<file path="config.mk">
export PLATFORM = sky130hd
export DESIGN_NAME = lgvs_div
export DESIGN_NICKNAME = d
export VERILOG_FILES = /design/src/sv/lgvs_pkg.sv /design/src/sv/lgvs_div.sv
export SDC_FILE = /design/constraint.sdc
export NUM_CORES = 1
export LEC_CHECK = 0
export ABC_AREA = 0
export BUFFER_PORTS_ARGS = -buffer_cell sky130_fd_sc_hd__buf_4
export CAP_MARGIN = 15
export CORE_AREA = 2 2 207 291
export CTS_BUF_LIST = sky130_fd_sc_hd__clkbuf_2 sky130_fd_sc_hd__clkbuf_4 sky130_fd_sc_hd__clkbuf_8
export DETAILED_ROUTE_END_ITERATION = 8
export DIE_AREA = 0 0 209 293
export PLACE_DENSITY_LB_ADDON = 0.15
export REMOVE_ABC_BUFFERS = 1
export SYNTH_ARGS = -nofsm -noshare
export SYNTH_HDL_FRONTEND = slang
export SYNTH_SLANG_ARGS = --single-unit
</file>
<file path="constraint.sdc">
create_clock -name clk_i -period 12.4 [get_ports clk_i]
set_input_delay 0.62 -clock clk_i [delete_from_list [all_inputs] [get_ports clk_i]]
set_output_delay 0.62 -clock clk_i [all_outputs]
set_load 0.05 [all_outputs]
</file>
<file path="src/sv/lgvs_pkg.sv">
// shared types and constants for the linear gradient vertex shader
`default_nettype none

package lgvs_pkg;

  localparam int unsigned COLOR_W   = 32;
  localparam int unsigned BYTE_W    = 8;
  localparam int unsigned NUM_CH    = 4;
  localparam int unsigned ALPHA_LSB = 24;
  localparam int unsigned CFG_W     = 32;
  localparam int unsigned CFG_IDX_W = 3;

  typedef enum logic [CFG_IDX_W-1:0] {
    CFG_START_X     = 3'd0,
    CFG_START_Y     = 3'd1,
    CFG_END_X       = 3'd2,
    CFG_END_Y       = 3'd3,
    CFG_START_COLOR = 3'd4,
    CFG_END_COLOR   = 3'd5,
    CFG_BLEND_ALPHA = 3'd6
  } cfg_idx_e;

  typedef enum logic [1:0] {
    CLS_ZERO = 2'd0,
    CLS_ONE  = 2'd1,
    CLS_DIV  = 2'd2
  } cls_e;

  typedef struct packed {
    logic [BYTE_W-1:0] alpha;
    logic              last;
  } side_t;

  typedef struct packed {
    logic [COLOR_W-1:0] start_color;
    logic [COLOR_W-1:0] end_color;
    logic               blend_alpha;
  } cfg_color_t;

endpackage

`default_nettype wire

</file>
<file path="src/sv/lgvs_div.sv">
// pipelined restoring divider, one quotient bit per stage
`default_nettype none

module lgvs_div #(
  parameter int unsigned T_FRAC_BITS = 8,
  parameter int unsigned LW = 33,
  localparam int unsigned TW = T_FRAC_BITS + 1
) (
  input  logic            clk_i,
  input  logic            rst_ni,
  input  logic            in_valid_i,
  output logic            in_ready_o,
  input  lgvs_pkg::cls_e  cls_i,
  input  logic [LW-1:0]   rem_i,
  input  logic [LW-1:0]   len2_i,
  input  lgvs_pkg::side_t side_i,
  output logic            out_valid_o,
  input  logic            out_ready_i,
  output logic [TW-1:0]   t_o,
  output lgvs_pkg::side_t side_o
);

  localparam int unsigned NS = T_FRAC_BITS;

  logic                   en   [NS+1];
  logic                   v_q  [NS];
  lgvs_pkg::cls_e         cls_q[NS];
  logic [LW-1:0]          rem_q[NS];
  logic [LW-1:0]          len_q[NS];
  logic [NS-1:0]          quo_q[NS];
  lgvs_pkg::side_t        sd_q [NS];

  logic                   v_s  [NS+1];
  lgvs_pkg::cls_e         cls_s[NS+1];
  logic [LW-1:0]          rem_s[NS+1];
  logic [LW-1:0]          len_s[NS+1];
  logic [NS-1:0]          quo_s[NS+1];
  lgvs_pkg::side_t        sd_s [NS+1];

  assign v_s[0]   = in_valid_i;
  assign cls_s[0] = cls_i;
  assign rem_s[0] = rem_i;
  assign len_s[0] = len2_i;
  assign quo_s[0] = '0;
  assign sd_s[0]  = side_i;
  assign en[NS]   = out_ready_i;
  assign in_ready_o = en[0];

  for (genvar k = 0; k < NS; k++) begin : g_stage
    logic [LW:0] sh, diff;
    logic        ge;

    assign sh   = {rem_s[k], 1'b0};
    assign ge   = sh >= {1'b0, len_s[k]};
    assign diff = sh - {1'b0, len_s[k]};
    assign en[k] = !v_q[k] || en[k+1];

    always_ff @(posedge clk_i or negedge rst_ni) begin
      if (!rst_ni) begin
        v_q[k] <= 1'b0;
      end else if (en[k]) begin
        v_q[k] <= v_s[k];
      end
    end

    always_ff @(posedge clk_i) begin
      if (en[k]) begin
        cls_q[k] <= cls_s[k];
        rem_q[k] <= ge ? diff[LW-1:0] : sh[LW-1:0];
        len_q[k] <= len_s[k];
        quo_q[k] <= {quo_s[k][NS-2:0], ge};
        sd_q[k]  <= sd_s[k];
      end
    end

    assign v_s[k+1]   = v_q[k];
    assign cls_s[k+1] = cls_q[k];
    assign rem_s[k+1] = rem_q[k];
    assign len_s[k+1] = len_q[k];
    assign quo_s[k+1] = quo_q[k];
    assign sd_s[k+1]  = sd_q[k];
  end

  always_comb begin
    unique case (cls_s[NS])
      lgvs_pkg::CLS_ONE:  t_o = TW'(1) << T_FRAC_BITS;
      lgvs_pkg::CLS_DIV:  t_o = {1'b0, quo_s[NS]};
      lgvs_pkg::CLS_ZERO: t_o = '0;
      default:            t_o = '0;
    endcase
  end

  assign out_valid_o = v_s[NS];
  assign side_o      = sd_s[NS];

  a_rem_below_len: assert property (@(posedge clk_i) disable iff (!rst_ni)
    v_q[NS-1] && cls_q[NS-1] == lgvs_pkg::CLS_DIV |-> rem_q[NS-1] < len_q[NS-1])
    else $error("divider remainder not below divisor");

  a_div_len_nonzero: assert property (@(posedge clk_i) disable iff (!rst_ni)
    v_q[0] && cls_q[0] == lgvs_pkg::CLS_DIV |-> len_q[0] != '0)
    else $error("division started with zero length");

endmodule

`default_nettype wire

</file>
---- Yosys cells after proc, flatten, opt, wreduce, memory -nomap -nowiden ----
Memory sizes are Yosys's and may differ from the RTL's.
Index checks and enable logic that the tools add are counted.
storage, ports and cells
  register bits after elaboration ......... 8
  RAM bits ................................ 680
  input bits .............................. 81
  output and inout port bits .............. 20
  logic and storage cells ................. 72
  memories kept ........................... 5
operators by class
  add/subtract/negate cells ............... 8
  $lt $le $gt $ge ......................... 8
  eq/ne operators ......................... 2
  muxes and demuxes ....................... 25
  reductions and logical operators ........ 16
memory list
  name   depth  bits a word  read ports  clocked after memory_dff  write ports  RTL line        text
  len_q  8      33           7           0                         8            lgvs_div.sv:29  logic [LW-1:0] len_q[NS];
  rem_q  8      33           7           0                         8            lgvs_div.sv:28  logic [LW-1:0] rem_q[NS];
  sd_q   8      9            8           0                         8            lgvs_div.sv:31  lgvs_pkg::side_t sd_q [NS];
  quo_q  8      8            8           0                         8            lgvs_div.sv:30  logic [NS-1:0] quo_q[NS];
  cls_q  8      2            8           0                         8            lgvs_div.sv:27  lgvs_pkg::cls_e cls_q[NS];
operators with widths
  cell                  number
  $ge A34 B33 Y1        8
  $mux W33              8
  $sub A33 B33 Y33      8
  $pmux W9 S2           1
  $mux W1               16
  $logic_not A1 Y1      8
  $logic_or A1 B1 Y1    8
  $eq A2 B1 Y1 const B  1
  $eq A2 B2 Y1 const B  1

---- Depth between registers and ports, before layout ----
Gate-level depths: netlist of run 1.
  word-level depth ........................ 11
  depth in mapped cells ................... 14
  mapped depth without buffers ............ 12

---- Worst setup path before layout of run 1 ----
OpenSTA, ideal clock, no wires.
  path kind ............................... register to register
  start point ............................. register v_q (netlist bit out_valid_o)
  end point ............................... memory cls_q[0][0] (netlist bit) (enable)
  data arrival time ....................... 5676 ps
  data required time ...................... 11270 ps
  path slack .............................. 5594 ps
  stages on the path, launching flop included .. 7
  clock period less this slack ............ 6806 ps
  cell sequence ........................... dfrtp_1 nor2b_1 and2_1 and3_1 nand3_1 inv_1 nand3_1
RTL lines
  what                               RTL line        text
  from (decl)                        lgvs_div.sv:26  logic v_q [NS];
  from (signal, indexed assignment)  lgvs_div.sv:62  v_q[k] <= v_s[k];
  to (decl)                          lgvs_div.sv:27

==> results of run 1 <==
-- per-stage QoR --
stage	area [sq um]	power [mW]	util [%]	setup slack, ns
finish	38000	10.5	65.0	8.35
global route	38000	11.3	65.0	8.08
CTS	38000	10.5	65.0	8.28
detailed placement	36200	8.84	61.9	8.11
global placement	36200	8.71	61.9	8.20
floorplan	34300	7.64	-	5.59
-- worst max-delay path, delay by kind of cell (launching register included) --
family | cells | cell delay (ns)
buf+inv | 1 | 0.50
simple gates | 1 | 0.19
mux | 1 | 0.40
compound gates | 6 | 1.76
flops | 1 | 0.45
fa+ha+maj | 1 | 0.46
-- path summary, 6_finish.rpt --
kind / from / to / slack (ns) / depth (start not counted)
worst max-delay path: len_q[3][0]$_DFFE_PP_ / rem_q[4][3]$_DFFE_PP_ / 8.35 / 10
worst max register to register: len_q[3][0]$_DFFE_PP_ / rem_q[4][3]$_DFFE_PP_ / 8.35 / 10
max in group asynchronous: rst_ni / v_q[7]$_DFFE_PN0P_ / 11.92 / 2
worst min register to register: sd_q[0][16]$_DFFE_PP_ / sd_q[0][25]$_DFFE_PP_ / 0.41 / 0
worst min-delay path: side_i[6] / sd_q[0][6]$_DFFE_PP_ / 0.14 / 1
min in group asynchronous: rst_ni / v_q[5]$_DFFE_PN0P_ / 0.33 / 2
-- cell type report --
cell class,instances,area (sq um)
multi-input cells,2056,15400
fillers,4492,20400
repair buffers,115,866
flip-flops and latches,594,17800
diodes,1,2.50
well taps,749,937
clock buffers,105,1340
clock inverters,50,484
inverters,326,1220
-- routing by layer --
metal / global-route usage, % / vias to the layer above
li1: - / 11500
met1: 24.2 / 10800
met2: 43.9 / 601
met3: 2.83 / 249
met4: 15.9 / 0
met5: 0 / -
-- cell families after synthesis --
family,share of synthesized area [%]
fa+ha+maj,9.89
compound gates,14.5
mux,5.67
flops,50.9
simple gates,8.84
xor+xnor,4.96
buf+inv,5.21
-- cell usage in the layout, fill, tap and decap left out, types with 8 or more instances in the layout --
cell / n
sky130_fd_sc_hd__edfxtp_1: 586
sky130_fd_sc_hd__inv_1: 324
sky130_fd_sc_hd__a21oi_1: 269
sky130_fd_sc_hd__ha_1: 265
sky130_fd_sc_hd__nor2_1: 186
sky130_fd_sc_hd__a21o_1: 142
sky130_fd_sc_hd__xnor2_1: 134
sky130_fd_sc_hd__nand2_1: 128
sky130_fd_sc_hd__o21ai_0: 127
sky130_fd_sc_hd__buf_4: 114
sky130_fd_sc_hd__clkbuf_8: 88
sky130_fd_sc_hd__mux2_2: 65
sky130_fd_sc_hd__xor2_1: 64
sky130_fd_sc_hd__nand3_1: 54
sky130_fd_sc_hd__mux2_1: 53
sky130_fd_sc_hd__nand4_1: 44
sky130_fd_sc_hd__nand2b_1: 40
sky130_fd_sc_hd__o21a_1: 36
sky130_fd_sc_hd__nor2b_1: 36
sky130_fd_sc_hd__mux2_4: 36
sky130_fd_sc_hd__nor3_1: 34
sky130_fd_sc_hd__a31oi_1: 34
sky130_fd_sc_hd__and2_1: 30
sky130_fd_sc_hd__and3_1: 26
sky130_fd_sc_hd__o21bai_1: 22
sky130_fd_sc_hd__a211oi_1: 21
sky130_fd_sc_hd__clkinv_1: 20
sky130_fd_sc_hd__clkbuf_4: 17
sky130_fd_sc_hd__a41oi_1: 15
sky130_fd_sc_hd__clkinv_2: 14
sky130_fd_sc_hd__or2_2: 12
sky130_fd_sc_hd__o211ai_1: 12
sky130_fd_sc_hd__o31ai_1: 12
sky130_fd_sc_hd__mux2i_1: 11
sky130_fd_sc_hd__o21ai_1: 9
sky130_fd_sc_hd__bufinv_16: 9
sky130_fd_sc_hd__nor4_1: 8
sky130_fd_sc_hd__a21boi_0: 8
sky130_fd_sc_hd__and4_1: 8
sky130_fd_sc_hd__dfrtp_1: 8
-- cell usage after synthesis, types with 5 or more instances --
cell type and instances:
sky130_fd_sc_hd__a211o_1 7, sky130_fd_sc_hd__a211oi_1 21, sky130_fd_sc_hd__a21boi_0 8, sky130_fd_sc_hd__a21o_1 142
sky130_fd_sc_hd__a21oi_1 269, sky130_fd_sc_hd__a221oi_1 5, sky130_fd_sc_hd__a311oi_1 5, sky130_fd_sc_hd__a31oi_1 34
sky130_fd_sc_hd__a41oi_1 15, sky130_fd_sc_hd__and2_1 30, sky130_fd_sc_hd__and3_1 26, sky130_fd_sc_hd__and4_1 8
sky130_fd_sc_hd__buf_2 17, sky130_fd_sc_hd__buf_4 16, sky130_fd_sc_hd__buf_6 13, sky130_fd_sc_hd__clkbuf_1 48
sky130_fd_sc_hd__dfrtp_1 8, sky130_fd_sc_hd__edfxtp_1 586, sky130_fd_sc_hd__fa_1 7, sky130_fd_sc_hd__ha_1 265
sky130_fd_sc_hd__inv_1 326, sky130_fd_sc_hd__mux2_1 53, sky130_fd_sc_hd__mux2_2 65, sky130_fd_sc_hd__mux2_4 36
sky130_fd_sc_hd__mux2i_1 11, sky130_fd_sc_hd__nand2_1 131, sky130_fd_sc_hd__nand2b_1 40, sky130_fd_sc_hd__nand3_1 56
sky130_fd_sc_hd__nand4_1 44, sky130_fd_sc_hd__nor2_1 187, sky130_fd_sc_hd__nor2b_1 36, sky130_fd_sc_hd__nor3_1 34
sky130_fd_sc_hd__nor4_1 8, sky130_fd_sc_hd__o211ai_1 12, sky130_fd_sc_hd__o21a_1 36, sky130_fd_sc_hd__o21ai_0 127
sky130_fd_sc_hd__o21ai_1 9, sky130_fd_sc_hd__o21bai_1 22, sky130_fd_sc_hd__o22ai_1 5, sky130_fd_sc_hd__o31a_1 7
sky130_fd_sc_hd__o31ai_1 12, sky130_fd_sc_hd__o41ai_1 5, sky130_fd_sc_hd__or2_2 12, sky130_fd_sc_hd__xnor2_1 134
sky130_fd_sc_hd__xor2_1 64
-- registers in the layout, indices dropped and copies added, names as in the netlist --
name         count
out_valid_o      1
quo_q           36
v_q              7
len_q          231
cls_q           16
sd_q            72
rem_q          231
-- where the power goes --
| part | switching (mW) | total [mW] | internal (mW) |
|---|---|---|---|
| Combinational | 2.89 | 5.28 | 2.38 |
| Sequential | 0.350 | 3.59 | 3.24 |
| Clock | 0.719 | 1.63 | 0.908 |
-- what timing repair did --
action	CTS	global route
hold buffers	1	0
buffers inserted	0	0
hold endpoints to repair	8	0
resized for setup	0	0
==> results.py, run 1 <==
metrics = {
    "global_routing": {
        "grt_util_all_layers_pct": 23.3,
        "first_global_vias": 23800,
        "grt_antenna_before_repair": 1,
        "maximum_number_of_pins_on_one_net_before_global_route_repair": 81,
        "grt_pass1_wl_microns": 115000,
        "overflow": 0,
    },
    "power_and_ir_drop": {
        "power.density_nw_per_um2": 276,
        "leakage_nw": 16.3,
        "vdd.ir_drop.worst_mv": 0.106,
    },
    "routing": {
        "drt-met1-wl_microns": 26700,
        "detail_route.vias_per_cell": 5.78,
        "routed-wl-met3_microns": 2370,
        "initialDrtViolationCount": 1207,
        "drc": 0,
        "drt_pre_antenna_iters": 5,
        "num_vias": 23100,
        "routed.top_layer": "met4",
        "antenna_violating_nets_post_route": 0,
        "routed_wire_length_per_instance_microns": 17.6,
        "routed-wl-met2_microns": 36700,
        "drt_wl_total_microns": 70500,
    },
    "critical_path": {
        "critical-path-max-stage-delay_ns": 0.50,
        "cp.arrival_ns": 4.47,
        "timing.critical_path.required_ns": 12.82,
        "path_max_fanout": 52,
        "path_cells": "fa_1 -> nand2b_1 -> a211o_1 -> a31oi_1 -> a311o_1 -> a31oi_1 -> a211oi_1 -> a2111o_2 -> buf_4 -> mux2_2",
        "worstSetupEndpointType": "flip-flop",
        "critical_path_class": "reg -> reg",
        "cpMostUsedCell": "sky130_fd_sc_hd__a31oi_1",
        "critPathSlowestCell": "sky130_fd_sc_hd__buf_4",
        "type_of_element_launching_the_critical_path": "flip-flop",
    },
    "sta": {
        "relSlewSlack_pct": 34.1,
        "final-setup-viol-count": 0,
        "final.hold.worst_slack_ns": 0.135,
        "final_min_period_over_clock_period_pct": 32.7,
        "timing_hold_violations_final": 0,
        "timing_worst_slew_pin_value_ns": 0.989,
        "rsz_0062_raised_after_global_routing": "false",
        "timing.fmax_mhz": 247,
        "final_period_minus_worst_setup_slack_ns": 4.05,
        "fin_tns_setup_ns": 0,
        "clock-skew-final_ns": 0.0240,
        "timing_max_transition_violations_final": 0,
    },
    "placement": {
        "dp.cells": 3839,
        "place.detailed.hpwl_microns": 55400,
        "place.port_buffers": 100,
        "place.gp.congestion": 0.957,
    },
    "clock_network": {
        "clkLatencyLatePin_ns": 0.67,
        "cts.clk_slew.worst_paths_ns": 0.07,
        "ctsHtreeMaxLevel": 3,
        "cts_tree": "done",
        "clock_root_cell": "sky130_fd_sc_hd__clkbuf_8",
        "cts.path.max_buffers": 3,
        "cts_num_sinks": 594,
        "tritoncts.num_buffers": 86,
    },
    "synthesis": {
        "synth_flop_cell": "sky130_fd_sc_hd__edfxtp_1",
        "post_synth.cell_area_avg_sq_um": 11.4,
        "synth.area.top_cells": "sky130_fd_sc_hd__edfxtp_1 (50%), sky130_fd_sc_hd__ha_1 (9.5%), sky130_fd_sc_hd__a21oi_1 (3.9%)",
        "yosys_warnings": 0,
        "yosys.area.top_type_share_pct": 50.4,
        "seq_area_frac_synth_pct": 50.9,
        "synth-seq-cells": 594,
        "post_synth_instance_area_sq_um": 34900,
        "synthesis.instances": 3074,
        "async_flop_share_pct": 1.35,
        "synth-edff-count": 586,
        "yosys.cell_types.count": 86,
        "yosys.area.top_type": "sky130_fd_sc_hd__edfxtp_1",
    },
    "die": {
        "chipWidth_microns": 209,
        "row_count": 105,
        "placeableCoreArea_sq_um": 58500,
        "starting_utilization_of_the_core_area_pct": 59.8,
        "die_area_sq_um": 61200,
        "ioPinCount": 101,
        "floorplan.die.height_microns": 293,
    },
    "worst_hold_path": {
        "timing.hold.worst.class": "in -> reg",
    },
    "job": {
        "drv.max_cap_violation_count": 0,
    },
    "finish": {
        "final_non_filler_cell_total": 3996,
        "design.final.nets": 3532,
        "flow.area_growth_from_synthesis_pct": 8.86,
        "final_layout_size_suffix_gt1_share_pct": 12.1,
    },
    "status": {
        "result_of_the_run": "finished clean",
    },
}
Power figures use the tool's default switching activity.
==> run 2: changes to the inputs <==
==> constraint.sdc (replaced) <==
create_clock -name clk_i -period 4.1 [get_ports clk_i]
set_input_delay 0.205 -clock clk_i [delete_from_list [all_inputs] [get_ports clk_i]]
set_output_delay 0.205 -clock clk_i [all_outputs]
set_load 0.05 [all_outputs]
==> run 2 against run 1 <==
  * Clock-buffer cell count rose by 4
  * Largest power group unchanged
  * Design area rose by 2.7%
  * Clock skew rose by 0.0037 ns
  * Setup slack got worse by 8.1 ns
  * Largest cell class unchanged
  * First-iteration DRC count fell by 6.2%
  * Final cell count rose by 2.6%
  * Routed wire length rose by 3.2%
  * Critical path depth did not move
  * Critical path type unchanged
  * Register-to-register slack got worse by 8.1 ns
  * Worst hold slack got worse by 0.045 ns
  * Global-route usage rose by 0.70 points
  * Highest routed layer unchanged
  * Via count rose by 2.0%
==> results.py, run 2 (synthesized netlist as in run 1, its figures left out) <==
metrics = {
    "routing": {
        "antenna_violating_nets_post_route": 0,
        "drt_pre_antenna_iters": 5,
        "routed_wire_length_per_instance_microns": 17.7,
        "detail_route.vias_per_cell": 5.75,
        "routed.top_layer": "met4",
        "num_vias": 23600,
        "routed-wl-met2_microns": 38500,
        "drt_wl_total_microns": 72800,
        "initialDrtViolationCount": 1132,
        "drc": 0,
        "drt-met1-wl_microns": 27200,
        "routed-wl-met3_microns": 2390,
    },
    "finish": {
        "design.final.nets": 3637,
        "multiInputGateArea_sq_um": 15400,
        "layout_common_cells": "sky130_fd_sc_hd__edfxtp_1 (586), sky130_fd_sc_hd__inv_1 (324), sky130_fd_sc_hd__a21oi_1 (269), sky130_fd_sc_hd__ha_1 (265), sky130_fd_sc_hd__nor2_1 (186)",
        "fillers": 4384,
        "final_common_cell": "sky130_fd_sc_hd__edfxtp_1",
        "final_cell_area_sq_um": 39100,
        "largest_registers": "len_q (231), rem_q (231), sd_q (72)",
        "seq_area_sq_um": 17800,
        "final_layout_size_suffix_gt1_share_pct": 12.6,
        "flow.area_growth_from_synthesis_pct": 11.8,
    },
    "power_and_ir_drop": {
        "power.density_nw_per_um2": 818,
        "p_clk_share_pct": 14.7,
        "switching_share_pct": 38.0,
        "vdd.ir_drop.worst_mv": 0.362,
        "power.net_switching_mw": 12.1,
        "seqPwrFrac_pct": 34.0,
        "comb_power_share_pct": 51.3,
        "leakage_nw": 16.7,
        "cell_internal_pwr_mw": 19.8,
    },
    "critical_path": {
        "worst_path_dominant_cell_family": "compound AO/OA/AOI/OAI gates",
        "critPathSlowestCell": "sky130_fd_sc_hd__edfxtp_1",
        "timing.critical_path.buf_inv": 1,
        "type_of_element_launching_the_critical_path": "flip-flop",
        "critical_path_class": "reg -> reg",
        "timing.critical_path.required_ns": 4.50,
        "worstSetupEndpointType": "flip-flop",
        "critical-path-max-stage-delay_ns": 0.48,
        "cpMostUsedCell": "sky130_fd_sc_hd__a31oi_1",
        "path_cells": "fa_1 -> nand2b_1 -> a211o_1 -> a31oi_1 -> a311o_1 -> a31oi_1 -> a211oi_1 -> a2111o_2 -> buf_12 -> mux2_2",
        "path_max_fanout": 52,
        "cp.arrival_ns": 4.28,
    },
    "sta": {
        "timing_worst_slew_pin_value_ns": 0.998,
        "timing_hold_violations_final": 0,
        "timing_max_transition_violations_final": 0,
        "rsz_0062_raised_after_global_routing": "false",
        "finalWorstSetupSlack_ns": 0.225,
        "clock-skew-final_ns": 0.0278,
        "timing.fmax_mhz": 258,
        "final_period_minus_worst_setup_slack_ns": 3.87,
        "final_min_period_over_clock_period_pct": 94.5,
        "relSlewSlack_pct": 32.9,
        "final-setup-viol-count": 0,
        "fin_tns_setup_ns": 0,
    },
    "global_routing": {
        "overflow": 0,
        "first_global_vias": 24500,
        "grt_pass1_wl_microns": 118000,
        "grt_antenna_before_repair": 1,
        "maximum_number_of_pins_on_one_net_before_global_route_repair": 79,
        "grt_util_all_layers_pct": 24.0,
    },
    "die": {
        "placeableCoreArea_sq_um": 58500,
        "ioPinCount": 101,
        "die_area_sq_um": 61200,
        "row_count": 105,
        "floorplan.die.height_microns": 293,
        "chipWidth_microns": 209,
        "starting_utilization_of_the_core_area_pct": 59.8,
    },
    "status": {
        "result_of_the_run": "finished clean",
    },
    "clock_network": {
        "cts_tree": "done",
        "clkLatencyLatePin_ns": 0.67,
        "cts_setup_buffers": 0,
        "ctsHtreeMaxLevel": 3,
        "tritoncts.num_buffers": 85,
        "cts_num_sinks": 594,
        "cts.path.max_buffers": 3,
        "clock_root_cell": "sky130_fd_sc_hd__clkbuf_8",
        "cts.clk_slew.worst_paths_ns": 0.07,
    },
    "placement": {
        "placed_cell_area_sq_um": 36500,
        "place.gp.congestion": 0.974,
        "pre_cts_ws_ns": 0.257,
        "place.port_buffers": 100,
        "place.detailed.hpwl_microns": 56500,
    },
    "worst_hold_path": {
        "timing.hold.worst.class": "in -> reg",
    },
    "job": {
        "drv.max_cap_violation_count": 0,
    },
}
-- run 2: metrics by stage --
step | instances | total power [mW] | utilization [%] | hold slack, ns
finish | 4100 | 32.0 | 66.8 | 0.0900
global route | 4100 | 34.2 | 66.8 | 0.0952
detailed placement | 3866 | 27.1 | 62.5 | 0.0419
global placement | 3866 | 26.7 | 62.5 | 0.0341
floorplan | 2976 | 23.1 | - | -0.0906
CTS | 4099 | 32.0 | 66.8 | 0.0311
-- run 2: area by class of cell --
type,count,share of cell area (%)
sequential,594,45.6
multi-input combinational,2056,39.4
timing repair buffer,221,5.08
clock buffer,109,3.52
inverter,326,3.14
tap,749,2.40
clock inverter,44,0.913
antenna,1,0.00641
-- run 2: power by group through the flow --
| stage | combinational, mW | sequential, mW | clock, mW |
|---|---|---|---|
| 2_1_floorplan | 12.5 | 10.6 | 0 |
| 3_3_place_gp | 15.8 | 10.9 | 0 |
| 3_5_place_dp | 16.1 | 11.0 | 0 |
| 4_1_cts | 16.3 | 10.9 | 4.86 |
| 5_1_grt | 18.0 | 11.1 | 5.11 |
| 6_report | 16.4 | 10.9 | 4.71 |
-- run 2: final timing paths --
check | startpoint | to | slack, ns | cells past startpoint
worst max-delay path | len_q[3][0]$_DFFE_PP_ | rem_q[4][3]$_DFFE_PP_ | 0.23 | 10
worst min-delay path | rem_i[32] | quo_q[0][0]$_DFFE_PP_ | 0.09 | 3
worst max register to register | len_q[3][0]$_DFFE_PP_ | rem_q[4][3]$_DFFE_PP_ | 0.23 | 10
worst min register to register | sd_q[1][16]$_DFFE_PP_ | sd_q[1][25]$_DFFE_PP_ | 0.41 | 0
max in group asynchronous | rst_ni | v_q[7]$_DFFE_PN0P_ | 3.20 | 3
min in group asynchronous | rst_ni | v_q[4]$_DFFE_PN0P_ | 0.58 | 3
-- run 2: layer usage --
metal  GRT usage, %  vias to the layer above
met3           2.99                      244
li1               -                    11700
met1           24.6                    11000
met5              0                        -
met2           45.9                      608
met4           15.5                        0
-- run 2: worst min-delay path, cell delays in order --
cell                       delay, ns
sky130_fd_sc_hd__buf_4          0.08
sky130_fd_sc_hd__a211oi_1       0.05
sky130_fd_sc_hd__o21ai_4        0.24
-- run 2: repair_timing --
item / in CTS / in global routing
hold buffers: 80 / 0
endpoints found under the hold margin: 87 / 0
gates resized for setup: 0 / 0
==> run 3: changes to the inputs <==
--- a/config.mk
+++ b/config.mk
@@ -6,6 +6,7 @@
 export NUM_CORES = 1
 export LEC_CHECK = 0
 export ABC_AREA = 0
+export ABC_CLOCK_PERIOD_IN_PS = 4100
 export BUFFER_PORTS_ARGS = -buffer_cell sky130_fd_sc_hd__buf_4
 export CAP_MARGIN = 15
 export CORE_AREA = 2 2 207 291
==> constraint.sdc (replaced) <==
create_clock -name clk_i -period 4.1 [get_ports clk_i]
set_input_delay 1.23 -clock clk_i [delete_from_list [all_inputs] [get_ports clk_i]]
set_output_delay 1.23 -clock clk_i [all_outputs]
set_load 0.05 [all_outputs]
==> run 3 against run 2 <==
  * Sequential power hardly changed
  * Flip-flop and latch count is the same
  * Routed wire length is 2.7% lower
  * Critical path type is now in -> out
  * Largest cell class unchanged
==> results.py, run 3 (synthesized netlist as in run 1, its figures left out) <==
metrics = {
    "routing": {
        "drt_pre_antenna_iters": 5,
        "num_vias": 23400,
        "drc": 0,
        "detail_route.vias_per_cell": 5.77,
        "drt_wl_total_microns": 70800,
        "antenna_violating_nets_post_route": 0,
        "initialDrtViolationCount": 1258,
        "routed_wire_length_per_instance_microns": 17.4,
    },
    "global_routing": {
        "grt_util_all_layers_pct": 23.3,
        "grt_antenna_before_repair": 1,
        "first_global_vias": 24300,
        "maximum_number_of_pins_on_one_net_before_global_route_repair": 74,
        "overflow": 0,
        "grt_pass1_wl_microns": 115000,
    },
    "sta": {
        "final_period_minus_worst_setup_slack_ns": 3.90,
        "timing_worst_slew_pin_value_ns": 0.840,
        "timing_hold_violations_final": 0,
        "final.hold.worst_slack_ns": 0.378,
        "final_min_period_over_clock_period_pct": 95.1,
        "final-setup-viol-count": 0,
        "relSlewSlack_pct": 43.6,
        "timing.fmax_mhz": 256,
        "clock-skew-final_ns": 0.0260,
        "rsz_0062_raised_after_global_routing": "false",
        "timing_max_transition_violations_final": 0,
    },
    "clock_network": {
        "cts.clk_slew.worst_paths_ns": 0.06,
        "cts_setup_buffers": 0,
        "tritoncts.num_buffers": 85,
        "clkLatencyLatePin_ns": 0.67,
        "cts.path.max_buffers": 3,
        "clock_root_cell": "sky130_fd_sc_hd__clkbuf_8",
        "cts_num_sinks": 594,
        "post_cts_hold_buffer_count": 0,
        "cts_tree": "done",
        "postCtsResizedCells": 0,
        "ctsHtreeMaxLevel": 3,
    },
    "die": {
        "starting_utilization_of_the_core_area_pct": 59.8,
        "chipWidth_microns": 209,
        "row_count": 105,
        "die_area_sq_um": 61200,
        "floorplan.die.height_microns": 293,
        "ioPinCount": 101,
        "placeableCoreArea_sq_um": 58500,
    },
    "worst_hold_path": {
        "timing.hold.worst.class": "in -> async",
    },
    "power_and_ir_drop": {
        "power.density_nw_per_um2": 827,
        "leakage_nw": 16.6,
        "vdd.ir_drop.worst_mv": 0.350,
    },
    "critical_path": {
        "path_cells": "buf_4 -> nor2b_1 -> and2_1 -> and3_1 -> nand3_4 -> inv_1 -> nand3_4 -> buf_4",
        "timing.critical_path.buf_inv": 3,
        "timing.critical_path.required_ns": 2.87,
        "timing.critical_path.depth": 8,
        "setup.worst_path.end": "in_ready_o",
        "crit_startpoint": "out_ready_i",
        "path_max_fanout": 3,
        "r2r_setup_slack_ns": 0.20,
        "critical_path.reg2reg.startpoint": "rem_q[2][5]$_DFFE_PP_",
        "critical_path_class": "in -> out",
        "timing.rr.end": "rem_q[3][31]$_DFFE_PP_",
        "critical-path-max-stage-delay_ns": 0.29,
        "r2r_cells": 10,
        "worst_path_dominant_cell_family": "simple AND/OR/NAND/NOR gates",
        "type_of_element_launching_the_critical_path": "primary input",
        "critPathSlowestCell": "sky130_fd_sc_hd__and3_1",
        "worstSetupEndpointType": "output port",
        "cp.arrival_ns": 2.67,
    },
    "placement": {
        "place.port_buffers": 100,
        "place.detailed.hpwl_microns": 55900,
        "place.gp.congestion": 0.997,
    },
    "finish": {
        "design.final.nets": 3598,
        "largest_registers": "len_q (231), rem_q (231), sd_q (72)",
        "fillers": 4488,
        "layout_common_cells": "sky130_fd_sc_hd__edfxtp_1 (586), sky130_fd_sc_hd__inv_1 (324), sky130_fd_sc_hd__a21oi_1 (269), sky130_fd_sc_hd__ha_1 (265), sky130_fd_sc_hd__nor2_1 (186)",
        "final_core_utilization_pct": 65.9,
        "flow.area_growth_from_synthesis_pct": 10.4,
        "final_layout_size_suffix_gt1_share_pct": 13.8,
        "final_common_cell": "sky130_fd_sc_hd__edfxtp_1",
    },
    "job": {
        "drv.max_cap_violation_count": 0,
    },
    "status": {
        "result_of_the_run": "finished clean",
    },
}
run 3: changes by cell type in the layout (fill, tap and decap cells not counted), sizes merged:
cell and delta:
bufinv +2, clkinvlp +4, clkinv +6, buf +41, clkbuf -15, dlygate4sd3 -80
run 3: per-layer routing:
| layer | part of all wire, % | up-vias | GRT usage (%) |
|---|---|---|---|
| li1 | - | 11600 | - |
| met5 | 0 | - | 0 |
| met3 | 3.7 | 251 | 3.16 |
| met2 | 53 | 651 | 44.6 |
| met1 | 37 | 10900 | 23.3 |
| met4 | 6.5 | 0 | 15.9 |
run 3: metrics by stage:
| step | power, mW | area, sq um | std cells | setup WS (ns) | setup TNS [ns] |
|---|---|---|---|---|---|
| after floorplan | 23.1 | 34300 | 2976 | -3.34 | -478.13 |
| after global placement | 26.7 | 36800 | 3907 | -0.129 | -0.129 |
| after detailed placement | 27.1 | 36800 | 3907 | -0.123 | -0.649 |
| after CTS | 31.9 | 38600 | 4057 | 0.193 | 0 |
| after global routing | 34.2 | 38600 | 4058 | 0.0497 | 0 |
| final | 31.9 | 38600 | 4058 | 0.200 | 0 |
run 3: final cells by class:
class,instances,area [sq um],area share (%)
well taps,749,937,2.43
clock buffers,94,1240,3.21
inverters,326,1220,3.18
repair buffers,182,1500,3.90
flip-flops and latches,594,17800,46.2
multi-input cells,2056,15400,39.9
clock inverters,56,475,1.23
diodes,1,2.50,0.00649
run 3: worst register-to-register path: cells and delay by family (launching register included):
| kind | cells | cell delay (ns) |
|---|---|---|
| compound gates | 6 | 2.19 |
| xor+xnor | 1 | 0.15 |
| fa+ha+maj | 1 | 0.45 |
| buf+inv | 1 | 0.19 |
| flops | 1 | 0.40 |
| mux | 1 | 0.27 |
run 3: worst min path at each step:
stage                     startpoint                       to  slack (ns)  cells after the start
6_report                      rst_ni  out_valid_o$_DFFE_PN0P_        0.38                      1
3_5_place_dp   cls_q[0][2]$_DFFE_PP_    cls_q[0][4]$_DFFE_PP_        0.40                      0
5_1_grt                       rst_ni       v_q[4]$_DFFE_PN0P_        0.34                      1
4_1_cts                       rst_ni  out_valid_o$_DFFE_PN0P_        0.31                      1
3_3_place_gp    sd_q[1][2]$_DFFE_PP_    sd_q[1][11]$_DFFE_PP_        0.40                      0
2_1_floorplan  cls_q[0][0]$_DFFE_PP_    cls_q[0][2]$_DFFE_PP_        0.40                      0
run 3: report_power, final:
part	internal (mW)	switching [mW]	leakage, nW
Clock	2.49	2.18	0.880
Combinational	7.53	8.84	9.62
Sequential	9.80	1.04	6.08
Total	19.8	12.1	16.6
